File: config.mk
export PLATFORM = sky130hd
export DESIGN_NAME = wss_fifo
export DESIGN_NICKNAME = d
export VERILOG_FILES = /design/src/rtl/wss_pkg.sv /design/src/rtl/wss_fifo.sv
export SDC_FILE = /design/constraint.sdc
export NUM_CORES = 1
export LEC_CHECK = 0
export ABC_AREA = 1
export BUFFER_PORTS_ARGS = -buffer_cell sky130_fd_sc_hd__buf_2
export CELL_PAD_IN_SITES_DETAIL_PLACEMENT = 0
export CELL_PAD_IN_SITES_GLOBAL_PLACEMENT = 1
export CORE_ASPECT_RATIO = 0.9
export CORE_UTILIZATION = 45
export CTS_CLUSTER_SIZE = 28
export DETAILED_ROUTE_END_ITERATION = 8
export PLACE_DENSITY = 0.78
export SETUP_SLACK_MARGIN = 0.05
export SYNTH_ARGS = -nofsm -noshare
export SYNTH_HDL_FRONTEND = slang
export SYNTH_SLANG_ARGS = --single-unit
File: constraint.sdc
create_clock -name clk -period 7 [get_ports clk]
set_input_delay 0.7 -clock clk [delete_from_list [all_inputs] [get_ports clk]]
set_output_delay 0.7 -clock clk [all_outputs]
set_load 0.01 [all_outputs]
File: src/rtl/wss_pkg.sv
// Shared types and constants for the waypoint seek steering block.
// Used by every module under rtl; depends on nothing else.
`default_nettype none

package wss_pkg;

    // Default sizes of the route store
    localparam int ROUTES_DEF = 16;
    localparam int PPR_DEF    = 256;
    // Widest store address: 256 routes of 4096 points
    localparam int ADDR_W     = 20;

    // Pipeline depths of the square root and divider units
    localparam int SQRT_STAGES = 32;
    localparam int DIV_STAGES  = 20;

    localparam logic [31:0] THR_RESET  = 32'd65536000;
    localparam logic [15:0] GAIN_RESET = 16'd1280;

    typedef enum logic [1:0] {
        REQ_VEHICLE = 2'd0,
        REQ_LOAD_WP = 2'd1,
        REQ_SET_LEN = 2'd2
    } req_t;

    // Command passed from the front end to the back end
    typedef struct packed {
        logic                is_load;
        logic                skip;
        logic [7:0]          idx;
        logic [7:0]          nidx;
        logic [ADDR_W-1:0]   addr_cur;
        logic [ADDR_W-1:0]   addr_nxt;
        logic signed [23:0]  pos_x;
        logic signed [23:0]  pos_y;
        logic signed [19:0]  vel_x;
        logic signed [19:0]  vel_y;
        logic [18:0]         speed;
        logic signed [23:0]  wp_x;
        logic signed [23:0]  wp_y;
    } cmd_t;

    // Per-item data carried alongside the square root and divider
    typedef struct packed {
        logic                skip;
        logic                adv;
        logic                zero;
        logic                neg_x;
        logic                neg_y;
        logic [7:0]          idx;
        logic signed [19:0]  vel_x;
        logic signed [19:0]  vel_y;
    } side_t;

endpackage

`default_nettype wire

File: src/rtl/wss_fifo.sv
// Four-entry command queue between the front end and the back end.
// Depends on wss_pkg for the command type.
`default_nettype none

module wss_fifo
    import wss_pkg::*;
(
    input  wire logic clk,
    input  wire logic rst_n,
    input  wire logic push,
    input  cmd_t      din,
    input  wire logic pop,
    output cmd_t      dout,
    output logic      full,
    output logic      empty
);

    cmd_t       mem [0:3];
    logic [1:0] wr_ptr_reg;
    logic [1:0] rd_ptr_reg;
    logic [2:0] cnt_reg;
    logic [2:0] cnt_next;

    assign full  = (cnt_reg == 3'd4);
    assign empty = (cnt_reg == 3'd0);
    assign dout  = mem[rd_ptr_reg];

    always_comb
    begin
        cnt_next = cnt_reg;
        if (push && !pop)
        begin
            cnt_next = cnt_reg + 3'd1;
        end
        else if (pop && !push)
        begin
            cnt_next = cnt_reg - 3'd1;
        end
    end

    // Store entries
    always_ff @(posedge clk)
    begin
        if (push)
        begin
            mem[wr_ptr_reg] <= din;
        end
    end

    // Advance pointers
    always_ff @(posedge clk or negedge rst_n)
    begin
        if (!rst_n)
        begin
            wr_ptr_reg <= 2'd0;
            rd_ptr_reg <= 2'd0;
            cnt_reg    <= 3'd0;
        end
        else
        begin
            if (push)
            begin
                wr_ptr_reg <= wr_ptr_reg + 2'd1;
            end
            if (pop)
            begin
                rd_ptr_reg <= rd_ptr_reg + 2'd1;
            end
            cnt_reg <= cnt_next;
        end
    end

endmodule

`default_nettype wire

==> impl_results.md <==
- Outcome: finished clean
- Layout cells sized above 1: 22.7%
- CTS root buffer: clkbuf_16
- Area Growth Syn to Fin: 16.7%
- Initial Utilization: 45.9%
- Combinational power share: 33.1%
- Number of DRC markers in iteration 0: 1281
- Final Hold Vio Count: 0
- Largest net degree at the start of global routing: 225
- Placeable Area: 75200 um^2
- Number of flops mapped to enable cells by yosys: 852
- Synth Flop Type: edfxtp_1
- Count of state elements after synthesis: 859
- Critical Path RT: 6300 ps
- RSZ-0062 raised after global routing: false
- CP Class: reg -> out
- H-tree level count: 3
- Most frequent cell after synthesis: edfxtp_1
- Top cells by area, synth: edfxtp_1, nand2_1, o211ai_1, inv_1, o211ai_2
- Antenna-violating nets left: 0
- Sequential share of the synthesized area: 74.6%
- Worst-Skew Late Latency: 640 ps
- Slew headroom: 21.7%
- Max Clock Skew: 36.7 ps
- Async set-reset flop share out of synthesis: 0.815%
- Setup TNS: 0 ps
- CP Cell Sequence: inv_8 -> buf_12 -> o211ai_2 -> nand2_1 -> buf_2
- Synth Warn #: 0
- Worst-Margin Slew: 1170 ps
- F_max: 0.238 GHz
- Post-synth top area share: 74.1%
- Fin util: 53.5%
- Vias per cell: 5.00
- CP max-delay cell: dfrtp_4
- Row count: 95
- Die H: 265 um
- Syn nets: 2756
- Dominant cell type by area after synthesis: edfxtp_1
- FF-to-FF path depth: 5
- Unique masters post-synth: 19
- I/O Pins: 432
- CTS Sinks: 859
- First-pass GRT wire length: 113000 um
- WP data arrival: 3500 ps
- DR WL/cell: 18.4 um
- Syn Area/Cell: 13.6 um^2
- Max cap viols: 0
- Sequential power share: 40.6%
- Finished Cell Area: 40300 um^2
- Worst Path Max Fanout: 111
- Die area: 77800 um^2
- Critical Path Start Type: flip-flop
- Pre-antenna DRT Iters: 5
- Min Tclk post-route: 4200 ps
- Buffers on Ports: 431
- Switching pwr: 6.19 mW
- CTS tree: done
- Buffer count from post-CTS setup fixing: 0
- Synthesized cell area: 34500 um^2
- Worst path max stage delay: 740 ps
- Tcrit/Tclk final: 60.0%
- Pwr/cell area: 433 nW/um^2
- Remaining DRCs: 0
- Clk network pwr share: 26.3%
- Die X: 294 um
- Static leakage: 16.0 nW
- Pint: 11.2 mW
- Dpl cell area: 37400 um^2
- Nets: 3152
- Sw Share: 35.5%
- Synth cell count leaders: edfxtp_1, nand2_1, inv_1
- Worst Hold Depth: 1
- Gpl congestion: 0.778
- Syn Inst Count: 2533
- GRT overflow: 0
- Initial antenna violation count: 25
- Worst Setup End Kind: output port
- Final wirelength: 74100 um
- Gr usage total: 18.9%
- Vias in the first global route: 20000
- Min-Delay Path Class: in -> reg
- Number of flip-flops under the largest register name: 852
- Worst-path clk slew: 60 ps
- Max-slew violations: 0
- Routed vias: 20100
- TritonCTS Buffers: 88
- VDD IR max: 0.279 mV
- Max Root-Sink Buffers: 3
- Detail Placement HPWL: 43600 um
- Final Setup Violations: 0
## timing repair
item,CTS,global route
hold endpoints to repair,7,0
hold buffers,1,0
resized for setup,0,0
## final cells by class
| class | count | area, um^2 |
|---|---|---|
| multi-input combinational | 1093 | 6290 |
| inverter | 438 | 1680 |
| timing repair buffer | 449 | 2370 |
| clock inverter | 45 | 467 |
| fill | 6191 | 35000 |
| clock buffer | 116 | 2380 |
| tap | 1018 | 1270 |
| antenna | 12 | 30.0 |
| sequential | 859 | 25800 |
## metrics by stage
stage / worst slack, ps / power (mW) / hold slack, ps / instances
after floorplan: 1330 / 11.1 / 404 / 2533
after detailed placement: 3510 / 13.1 / 521 / 3856
after global routing: 2640 / 18.4 / 245 / 4025
after global placement: 3490 / 12.9 / 481 / 3856
final: 2800 / 17.4 / 273 / 4030
after CTS: 2790 / 17.7 / 221 / 4018
## placed cells by master, fill, tap and decap left out
cell	netlist	routed
fa_1	1	1
nor3_1	2	2
edfxtp_1	852	852
o211ai_2	100	100
o211ai_1	326	326
bufinv_16	0	7
clkbuf_1	9	24
clkinvlp_4	0	6
buf_12	0	6
nand3_1	1	1
clkinv_4	0	1
inv_1	437	433
xor2_1	3	3
buf_2	106	431
nand4_1	1	1
ha_1	5	5
inv_6	0	4
clkbuf_16	0	91
nand2_1	652	652
dfrtp_4	0	2
xnor2_1	1	1
dlygate4sd3_1	0	1
clkinv_2	0	14
inv_16	0	3
o21ai_0	1	1
dfrtp_1	7	5
clkbuf_8	0	1
buf_4	16	11
clkinv_1	0	10
inv_8	0	5
diode_2	0	12
## final timing paths
path | startpoint | endpoint | slack [ps]
max | rd_ptr_reg[1] | dout[79] | 2800
max in group asynchronous | rst_n | rd_ptr_reg[1] | 6370
min in group asynchronous | rst_n | wr_ptr_reg[1] | 440
min reg2reg | cnt_reg[2] | cnt_reg[2] | 530
max reg2reg | wr_ptr_reg[0] | mem[2][87] | 4270
min | din[206] | mem[3][206] | 270
## power by group through the flow
stage	clock network (mW)	registers (mW)	logic, mW
after detailed placement	0	7.19	5.86
after floorplan	0	7.20	3.91
after CTS	4.69	7.08	5.88
final	4.59	7.08	5.77
after global routing	4.88	7.16	6.36
after global placement	0	7.14	5.77
## logic make-up (layout without fill, tap and decap cells)
family | count (synthesis) | in the layout | share of synthesized area (%)
flops | 859 | 859 | 74.6
fa+ha+maj | 6 | 6 | 0.239
other cells | 0 | 12 | 0
xor+xnor | 4 | 4 | 0.102
compound gates | 427 | 427 | 10.7
buf+inv | 581 | 1048 | 7.14
simple gates | 656 | 656 | 7.15
## per-layer routing
metal / vias up / routed length [um] / track usage, %
met4: 30 / 1820 / 6.10
met5: - / 207 / 0
met2: 519 / 35500 / 31.1
met3: 154 / 5570 / 5.63
li1: 9679 / - / -
met1: 9753 / 31000 / 23.9
## critical path: cells and delay by family, from the launching register on
family / cells / cell delay [ps]
compound gates: 1 / 290
simple gates: 1 / 140
flops: 1 / 740
buf+inv: 3 / 1390
Power figures use the tool's default switching activity.
