[src/rtl/wss_pkg.sv]
// Shared types and constants for the waypoint seek steering block.
// Used by every module under rtl; depends on nothing else.
`default_nettype none

package wss_pkg;

    // Default sizes of the route store
    localparam int ROUTES_DEF = 16;
    localparam int PPR_DEF    = 256;
    // Widest store address: 256 routes of 4096 points
    localparam int ADDR_W     = 20;

    // Pipeline depths of the square root and divider units
    localparam int SQRT_STAGES = 32;
    localparam int DIV_STAGES  = 20;

    localparam logic [31:0] THR_RESET  = 32'd65536000;
    localparam logic [15:0] GAIN_RESET = 16'd1280;

    typedef enum logic [1:0] {
        REQ_VEHICLE = 2'd0,
        REQ_LOAD_WP = 2'd1,
        REQ_SET_LEN = 2'd2
    } req_t;

    // Command passed from the front end to the back end
    typedef struct packed {
        logic                is_load;
        logic                skip;
        logic [7:0]          idx;
        logic [7:0]          nidx;
        logic [ADDR_W-1:0]   addr_cur;
        logic [ADDR_W-1:0]   addr_nxt;
        logic signed [23:0]  pos_x;
        logic signed [23:0]  pos_y;
        logic signed [19:0]  vel_x;
        logic signed [19:0]  vel_y;
        logic [18:0]         speed;
        logic signed [23:0]  wp_x;
        logic signed [23:0]  wp_y;
    } cmd_t;

    // Per-item data carried alongside the square root and divider
    typedef struct packed {
        logic                skip;
        logic                adv;
        logic                zero;
        logic                neg_x;
        logic                neg_y;
        logic [7:0]          idx;
        logic signed [19:0]  vel_x;
        logic signed [19:0]  vel_y;
    } side_t;

endpackage

`default_nettype wire

[src/rtl/wss_front.sv]
// Front end: accepts input items, keeps the route length table, checks
// routes and indices and builds store commands. Depends on wss_pkg.
`default_nettype none

module wss_front
    import wss_pkg::*;
#(
    parameter int ROUTES           = ROUTES_DEF,
    parameter int POINTS_PER_ROUTE = PPR_DEF
) (
    input  wire logic         clk,
    input  wire logic         rst_n,
    input  wire logic         s_tvalid,
    output logic              s_tready,
    input  wire logic [183:0] s_tdata,  // is_driving, route_index, waypoint_index, pos_x, pos_y,
                                        // vel_x, vel_y, cruise_speed, wp_x, wp_y, route_length
    input  wire logic [1:0]   s_tuser,  // req_type
    input  wire logic         full,
    output logic              push,
    output cmd_t              cmd
);

    localparam int RIW = (ROUTES > 1) ? $clog2(ROUTES) : 1;

    logic [8:0]  len_reg [0:ROUTES-1];

    logic        accept;
    logic        drv;
    logic [7:0]  route8;
    logic [7:0]  wpi;
    logic [8:0]  rlen_in;
    logic        route_ok;
    logic        load_ok;
    logic [8:0]  len_rd;
    logic [8:0]  len_clip;
    logic [8:0]  idx9;
    logic [8:0]  inc9;
    logic [8:0]  nidx9;
    logic [31:0] base;
    logic [31:0] addr_cur;
    logic [31:0] addr_nxt;
    logic        set_len;
    logic        is_load;

    assign s_tready = !full;
    assign accept   = s_tvalid && s_tready;

    assign drv     = s_tdata[0];
    assign route8  = {4'b0, s_tdata[4:1]};
    assign wpi     = s_tdata[12:5];
    assign rlen_in = s_tdata[176:168];

    // Check route and look up its length
    assign route_ok = ({24'b0, route8} < 32'(ROUTES));
    assign load_ok  = route_ok && ({24'b0, wpi} < 32'(POINTS_PER_ROUTE));
    assign len_rd   = route_ok ? len_reg[route8[RIW-1:0]] : 9'd0;
    assign len_clip = ({23'b0, rlen_in} > 32'(POINTS_PER_ROUTE)) ?
                      9'(POINTS_PER_ROUTE) : rlen_in;

    // Next target with wrap at the route length
    assign idx9  = {1'b0, wpi};
    assign inc9  = idx9 + 9'd1;
    assign nidx9 = (inc9 == len_rd) ? 9'd0 : inc9;

    // Store addresses of current and next target
    assign base     = {24'b0, route8} * 32'(POINTS_PER_ROUTE);
    assign addr_cur = base + {24'b0, wpi};
    assign addr_nxt = base + {23'b0, nidx9};

    // Classify the item
    always_comb
    begin
        push    = 1'b0;
        set_len = 1'b0;
        is_load = 1'b0;
        case (req_t'(s_tuser))
            REQ_VEHICLE:
            begin
                push = accept;
            end
            REQ_LOAD_WP:
            begin
                push    = accept && load_ok;
                is_load = 1'b1;
            end
            REQ_SET_LEN:
            begin
                set_len = accept && route_ok;
            end
            default:
            begin
                push = 1'b0;
            end
        endcase
    end

    assign cmd.is_load  = is_load;
    assign cmd.skip     = !drv || (len_rd == 9'd0) || (idx9 >= len_rd);
    assign cmd.idx      = wpi;
    assign cmd.nidx     = nidx9[7:0];
    assign cmd.addr_cur = addr_cur[ADDR_W-1:0];
    assign cmd.addr_nxt = addr_nxt[ADDR_W-1:0];
    assign cmd.pos_x    = s_tdata[36:13];
    assign cmd.pos_y    = s_tdata[60:37];
    assign cmd.vel_x    = s_tdata[80:61];
    assign cmd.vel_y    = s_tdata[100:81];
    assign cmd.speed    = s_tdata[119:101];
    assign cmd.wp_x     = s_tdata[143:120];
    assign cmd.wp_y     = s_tdata[167:144];

    // Hold route lengths; reset empties every route
    always_ff @(posedge clk or negedge rst_n)
    begin
        if (!rst_n)
        begin
            for (int i = 0; i < ROUTES; i++)
            begin
                len_reg[i] <= 9'd0;
            end
        end
        else if (set_len)
        begin
            len_reg[route8[RIW-1:0]] <= len_clip;
        end
    end

endmodule

`default_nettype wire

[config.mk]
export PLATFORM = sky130hd
export DESIGN_NAME = wss_front
export DESIGN_NICKNAME = d
export VERILOG_FILES = /design/src/rtl/wss_pkg.sv /design/src/rtl/wss_front.sv
export SDC_FILE = /design/constraint.sdc
export NUM_CORES = 1
export LEC_CHECK = 0
export BUFFER_PORTS_ARGS = -buffer_cell sky130_fd_sc_hd__buf_2
export CAP_MARGIN = 10
export CORE_AREA = 4 4 156 158
export CTS_CLUSTER_SIZE = 20
export DETAILED_ROUTE_END_ITERATION = 10
export DIE_AREA = 0 0 160 162
export PLACE_DENSITY = 0.74
export RECOVER_POWER = 25
export SETUP_SLACK_MARGIN = 0.4
export SLEW_MARGIN = 25
export SYNTH_ARGS = -nofsm -noshare
export SYNTH_HDL_FRONTEND = slang
export SYNTH_SLANG_ARGS = --single-unit
[constraint.sdc]
create_clock -name clk -period 9.41 [get_ports clk]
set_input_delay 1.4115 -clock clk [delete_from_list [all_inputs] [get_ports clk]]
set_output_delay 1.4115 -clock clk [all_outputs]
set_load 0.02 [all_outputs]
==> insert_results.sql <==
INSERT INTO impl_metrics (metric_group, metric, value, unit) VALUES
('cts', 'cts_tree', 'done', ''),
('flow_run', 'max_cap_violations', '1', ''),
('drt', 'via_per_inst', '5.57', ''),
('cts', 'cts_inserted_buffers', '17', ''),
('critical_path', 'timing.critical_path.slowest_stage_cell', 'buf_2', ''),
('finish', 'synthToLayoutAreaGrowth', '-2.37', '%'),
('die', 'rows', '56', ''),
('worst_hold_path', 'hold_path_class', 'reg2reg', ''),
('global_route', 'grt_usage', '22.4', '%'),
('synth', 'synth_seq_area_share', '42.2', '%'),
('synth', 'synthDominantCellAreaShare', '42.2', '%'),
('cts', 'cts_hold_repair.buffers', '0', ''),
('synth', 'syn_area', '8540', 'um^2'),
('critical_path', 'worstSetupPathType', 'in2out', ''),
('timing', 'unrepaired_setup_endpoints_after_global_routing', 'false', ''),
('die', 'core_region_area', '23100', 'um^2'),
('synth', 'avgSynthCellArea', '10.6', 'um^2'),
('critical_path', 'timing.critical_path.from', 's_tdata[1]', ''),
('critical_path', 'timing.reg2reg.setup_slack', '8.64', 'ns'),
('critical_path', 'critical_path.startpoint_type', 'input port', ''),
('power_and_ir_drop', 'share_clk_of_total_power', '46.9', '%'),
('drt', 'detail_route.first_pass.iterations', '5', ''),
('outcome', 'run_status', 'finished, violations left', ''),
('power_and_ir_drop', 'power.density_cell_area', '189', 'nW/um^2'),
('critical_path', 'worst_setup_end_kind', 'output port', ''),
('critical_path', 'r2r_start', 'len_reg[110]', ''),
('timing', 'slew_violations', '89', ''),
('synth', 'dominant_cells_by_area_after_synthesis', 'dfrtp_1 (42%), buf_4 (18%), mux4_2 (9.8%), mux2_2 (7.6%), o21ai_0 (5.3%)', ''),
('timing', 'fin_ws', '2.65', 'ns'),
('drt', 'route.antenna.remaining_nets', '0', ''),
('synth', 'yosysWarningCount', '0', ''),
('power_and_ir_drop', 'p_int', '0.00119', 'W'),
('cts', 'cts_repair_resize_count', '0', ''),
('critical_path', 'end_of_the_worst_register_to_register_path', 'len_reg[110]', ''),
('timing', 'max_freq', '148', 'MHz'),
('timing', 'slew-limit-headroom', '-210', '%'),
('synth', 'yosys.area.top_type', 'dfrtp_1', ''),
('cts', 'cts-root-buf', 'clkbuf_16', ''),
('global_route', 'overflow', '0', ''),
('drt', 'maxUsedRoutingLayer', 'met5', ''),
('synth', 'synthFlopType', 'dfrtp_1', ''),
('cts', 'clock_sinks', '144', ''),
('critical_path', 'critical_path_required', '8.00', 'ns'),
('cts', 'worst_setup_hold_path_clk_slew', '0.05', 'ns'),
('outcome', 'violations', 'capacitance limit, slew limit', ''),
('drt', 'drt_iter0_drc', '432', ''),
('critical_path', 'worst-path-max-fanout', '25', ''),
('cts', 'clk_latency', '0.42', 'ns'),
('global_route', 'grt_first_pass_wirelength', '41300', 'um'),
('critical_path', 'critical_path.endpoint', 'cmd[165]', ''),
('drt', 'wl_met2', '13100', 'um'),
('cts', 'clock_tree.buffer_depth', '2', ''),
('die', 'initial_utilization', '36.9', '%'),
('placed_design', 'numPortBuffers', '72', ''),
('timing', 'timing.final.setup_violations', '0', ''),
('critical_path', 'reg2regPathDepth', '1', ''),
('placed_design', 'detailed_place_hpwl', '22700', 'um'),
('timing', 'final.min_clock_period', '6.76', 'ns'),
('global_route', 'grt_max_degree', '89', ''),
('critical_path', 'cp_data_arrival_time', '5.35', 'ns'),
('die', 'die_width', '160', 'um'),
('finish', 'design.final.nets', '875', ''),
('synth', 'synth.ff_latch_count', '144', ''),
('placed_design', 'pre_cts_ws', '2.54', 'ns'),
('timing', 'hold_viol', '0', ''),
('die', 'design.portCount', '405', ''),
('synth', 'synthesis.instances', '803', ''),
('critical_path', 'cpPeakStageDelay', '0.65', 'ns'),
('power_and_ir_drop', 'p_switching', '0.000386', 'W'),
('drt', 'drt-total-wl', '29800', 'um'),
('timing', 'post-route-period-util', '71.9', '%');
how the worst min path moves through the flow:
stage / cells past startpoint / from / endpoint
after CTS: 2 / len_reg[83] / len_reg[83]
after floorplan: 2 / len_reg[100] / len_reg[100]
after detailed placement: 2 / len_reg[83] / len_reg[83]
final: 2 / len_reg[24] / len_reg[24]
after global routing: 2 / len_reg[139] / len_reg[139]
after global placement: 2 / len_reg[119] / len_reg[119]
critical path: cells and delay by family:
family / cells / cell delay (ns)
AOI/OAI and AO/OA: 2 / 0.52
xor gates and xnor gates: 2 / 0.33
adders and majority gates: 2 / 0.42
buffers and inverters: 3 / 1.31
muxes: 1 / 0.58
and+or+nand+nor: 3 / 0.74
cells in the final DEF, fill, tap and decap left out, types with 2 or more instances in the layout:
cell	Yosys	layout
xor2_1	11	11
clkbuf_16	0	17
nor2_2	0	2
and3_1	2	2
nand3_1	6	6
nor2b_1	12	12
a21o_1	3	3
clkinv_4	0	3
nand4_1	2	2
a22oi_1	9	9
and2_1	2	2
nand2b_1	10	10
nor3_1	3	3
dfrtp_1	144	144
conb_1	1	15
mux4_2	37	37
clkinv_2	0	3
nor3b_1	5	5
mux2i_1	6	6
nor2_1	13	11
buf_2	5	71
o21ai_0	90	90
clkinvlp_4	0	3
ha_1	11	11
mux2_2	58	58
buf_4	200	4
inv_1	9	9
xnor2_1	7	7
nand2_1	107	107
a21oi_1	2	2
bufinv_16	0	5
o22ai_1	2	2
nor3_2	2	2
power by group through the flow:
stage | registers (W) | logic [W] | clock network, W
3_5_place_dp | 0.000678 | 0.000173 | 0
6_report | 0.000667 | 0.000171 | 0.000740
3_3_place_gp | 0.000675 | 0.000169 | 0
4_1_cts | 0.000667 | 0.000173 | 0.000744
2_1_floorplan | 0.000672 | 0.000226 | 0
5_1_grt | 0.000671 | 0.000188 | 0.000771
layer usage:
metal	track usage [%]	vias up
met4	3.36	4
met5	7.20	-
met3	26.2	26
met2	32.9	489
li1	-	2277
met1	20.4	2650
area by class of cell:
cell class / instances / area, um^2
fill: 2238 / 14800
sequential: 144 / 3600
tap: 290 / 363
multi-input combinational: 426 / 3300
inverter: 9 / 33.8
timing repair buffer: 76 / 389
clock inverter: 14 / 214
clock buffer: 18 / 439
kinds of logic (layout without fill, tap and decap cells):
| family | count (synthesis) | in the layout | share of synthesized area (%) |
|---|---|---|---|
| fa+ha+maj | 11 | 11 | 1.61 |
| compound gates | 110 | 110 | 6.96 |
| xor+xnor | 18 | 18 | 1.85 |
| buf+inv | 247 | 117 | 19.9 |
| flops | 144 | 144 | 42.2 |
| mux | 101 | 101 | 18.1 |
| other cells | 1 | 15 | 0.0439 |
| simple gates | 171 | 171 | 9.35 |
metrics by stage:
step	power (W)	util, %	cell area, um^2	std cells
finish	0.00158	36.1	8340	977
CTS	0.00158	36.1	8340	977
global route	0.00163	36.1	8340	977
global placement	0.000844	33.2	7690	945
detailed placement	0.000850	33.2	7690	945
floorplan	0.000898	-	8590	817
Power figures use the tool's default switching activity.
